--- src/fspd_ram.sv ---
// generic simple dual port ram with registered read
`default_nettype none

module fspd_ram #(
   parameter int WIDTH = 8,
   parameter int DEPTH = 256
) (
   input  wire logic                     clock,
   input  wire logic                     we,
   input  wire logic [$clog2(DEPTH)-1:0] waddr,
   input  wire logic [WIDTH-1:0]         wdata,
   input  wire logic [$clog2(DEPTH)-1:0] raddr,
   output logic      [WIDTH-1:0]         rdata
);

   logic [WIDTH-1:0] mem_ff [DEPTH];

   // write port and registered read port
   always_ff @(posedge clock) begin
      if (we) begin
         mem_ff[waddr] <= wdata;
      end
      rdata <= mem_ff[raddr];
   end

endmodule

`default_nettype wire

--- config.mk ---
export PLATFORM = sky130hd
export DESIGN_NAME = fspd_ram
export DESIGN_NICKNAME = d
export VERILOG_FILES = /design/src/fspd_ram.sv
export SDC_FILE = /design/constraint.sdc
export NUM_CORES = 2
export LEC_CHECK = 0
export BUFFER_PORTS_ARGS = -buffer_cell sky130_fd_sc_hd__buf_2
export CAP_MARGIN = 0
export CORE_UTILIZATION = 63
export CTS_BUF_LIST = sky130_fd_sc_hd__clkbuf_16
export DETAILED_ROUTE_END_ITERATION = 10
export GPL_ROUTABILITY_DRIVEN = 0
export MAX_ROUTING_LAYER = met4
export PLACE_DENSITY = 0.85
export SYNTH_ARGS = -nofsm -noshare
export SYNTH_HDL_FRONTEND = slang
export SYNTH_SLANG_ARGS = --single-unit
--- constraint.sdc ---
create_clock -name clock -period 3 [get_ports clock]
set_clock_uncertainty 0.1 [all_clocks]
set_input_delay 0.3 -clock clock [delete_from_list [all_inputs] [get_ports clock]]
set_output_delay 0.3 -clock clock [all_outputs]
set_load 0.01 [all_outputs]
==> flow_summary_export.csv <==
group,metric,value,unit
run_status,status,"completed",
route,dr_total_vias,45678,
clocking,clk_path_buf_depth,3,
yosys,yosys_warnings,0,
floorplan,dieArea,127700,µm²
power,ir_drop,0.0006141,V
global_route,grt_max_degree,105,
hold_path,hold_end,"mem_ff[209][0]",
critical_path,reg2reg_to,"rdata[6]",
hold_path,hold_start,"wdata[0]",
clocking,cts-root-buf,"clkbuf_16",
clocking,clk_latency,840,ps
route,wl,233900,µm
hold_path,hp-class,"in2reg",
floorplan,die_h,357.4,µm
critical_path,r2r_slack,90,ps
yosys,postSynth.asyncResetShare,0,
floorplan,core-area,125400,µm²
route,antenna_left,0,
final_layout,nets,4316,
yosys,synth_common_cells,"edfxtp_1, mux4_2, nor2_1",
floorplan,ios,34,
timing,setup_viol,0,
placement,place_ws,-348.4,ps
critical_path,critPathArrivalTime,3510,ps
route,via_per_inst,7.469,
power,p_leak,29.67,nW
yosys,synth-seq-cells,2056,
floorplan,fp-row-count,130,
critical_path,endpoint_kind,"flip-flop",
clocking,clk_pin_slew,70,ps
yosys,synth_top_cell_by_area,"edfxtp_1",
global_route,antenna_found_initial,14,
timing,hold_violations,0,
yosys,synth_flop_cell,"edfxtp_1",
yosys,netlist_top_cells_area,"edfxtp_1, mux4_2, mux2i_1",
yosys,synth.most_common_cell,"edfxtp_1",
timing,fmax,0.3434,GHz
timing,slew_headroom,0.1634,
global_route,grt-ovfl-total,0,
route,wl_per_cell,38.25,µm
route,first_pass_iters,8,
timing,post-route-min-period,2912,ps
yosys,synthesis.area,79560,µm²
yosys,seq_area_frac_synth,0.7750,
critical_path,r2r_cells,7,
placement,io_buffers,33,
route,post-route-drc-count,0,
floorplan,die_width,357.4,µm
route,initialDrtViolationCount,9459,
floorplan,initial_core_util,0.6344,
critical_path,timing_worst_setup_path_type,"reg2reg",
global_route,grt_first_pass_wirelength,323200,µm
critical_path,crit-reg2reg-launch,"mem_ff[253][6]",
yosys,synth_cell_types,55,
global_route,grt_pass1_vias,45265,
clocking,cts_sinks,2056,
global_route,grtUsageTotal,0.3737,
yosys,syn_nets,3759,
timing,period_share,0.9707,
final_layout,syn_to_final_growth,14.92,%
power,power_density,643.0,nW/µm²
clocking,htree_levels,4,
power,totalPowerFinal,58.79,mW
flow_run,max_cap_violations,0,
critical_path,crit_required,3600,ps
critical_path,critPathLaunchType,"flip-flop",
clocking,postCtsResizedCells,0,
clocking,hold_buffers,8,
yosys,syn_inst,3733,
critical_path,path_max_fanout,1,
yosys,synth_top_area_share,0.7730,
timing,slew_viol_final,0,
hold_path,hold-path-cell-count,1,
yosys,synth_edf_count,2048,
clocking,cts_tree,"done",
placement,dp.final_hpwl,129600,µm
clocking,cts_buffers,188,
final_layout,final_layout_size_suffix_gt1_frac,0.2951,
timing,tightest_slew,1223,ps
yosys,avgSynthCellArea,21.31,µm²
timing,rsz0062_at_grt,"false",
timing,holdWs,68.00,ps
clocking,postCtsSetupRepairBufs,0,
timing,worst_slack,88.03,ps
layout make-up:
cell class,count,area [µm²]
inverter,2,7.507
clock buffer,192,4805
timing repair buffer,600,5223
clock inverter,154,1147
sequential,2056,61660
antenna,20,50.05
fill,6116,33980
tap,1650,2064
multi-input combinational,1442,16470
cells by family (layout without fill, tap and decap cells):
| kind of cell | count (synthesis) | count (layout) | synth area share |
|---|---|---|---|
| DFF | 2056 | 2056 | 0.7750 |
| muxes | 591 | 591 | 0.1462 |
| and+or+nand+nor | 466 | 466 | 0.02628 |
| AOI/OAI and AO/OA | 385 | 385 | 0.03419 |
| buffers and inverters | 235 | 948 | 0.01831 |
| other | 0 | 20 | 0 |
worst max path at each step:
stage	startpoint	end	slack (ps)	depth (start not counted)
after floorplan	raddr[0]	rdata[2]	660	9
after global placement	raddr[0]	rdata[4]	-330	11
after detailed placement	raddr[0]	rdata[2]	-350	10
after CTS	mem_ff[64][2]	rdata[2]	200	6
after global routing	mem_ff[233][6]	rdata[6]	100	6
final	mem_ff[253][6]	rdata[6]	90	7
placed cells by master (no fill, tap or decap), types with 45 or more instances in the layout:
cell type  count
a22oi_1      133
clkinv_1      45
edfxtp_1    2048
nor2_1       279
buf_4        505
a21oi_1       96
mux2i_1      134
buf_12        55
mux4_2       454
clkbuf_16    192
inv_1         56
o221ai_1      46
power by group:
| part | internal (mW) | switching, mW | total (mW) |
|---|---|---|---|
| clock network | 12.8 | 10.9 | 23.7 |
| logic | 1.20 | 2.13 | 3.33 |
| registers | 31.6 | 0.0763 | 31.7 |
| total | 45.7 | 13.1 | 58.8 |
worst max-delay path, stage by stage (launching register included):
cell and delay, ps:
edfxtp_1 380, mux2i_1 320, o221ai_1 440, nand2b_1 240
o22ai_1 160, nor4_1 810, buf_4 270, nor4_2 50
through the flow:
stage	cells	instance area (µm²)	util	TNS, ps
5_1_grt	6113	91420	0.7290	0
6_report	6116	91430	0.7290	0
2_1_floorplan	3733	79560	-	0
4_1_cts	6096	91380	0.7286	0
3_3_place_gp	5742	85340	0.6805	-1221
3_5_place_dp	5742	85340	0.6805	-1582
metal layers:
metal	part of all wire	vias to the layer above	GRT usage	routed length (µm)
met1	0.30	22552	0.4591	70150
met5	0	-	-	0
met4	0.073	0	0.2008	17170
li1	-	16812	-	-
met3	0.15	1229	0.09827	35960
met2	0.47	5085	0.5741	110600
state kept, by name, indices dropped and copies added (netlist names):
register and count:
rdata 8, mem_ff 2048
Note: power is estimated with default switching activity, not from simulation.
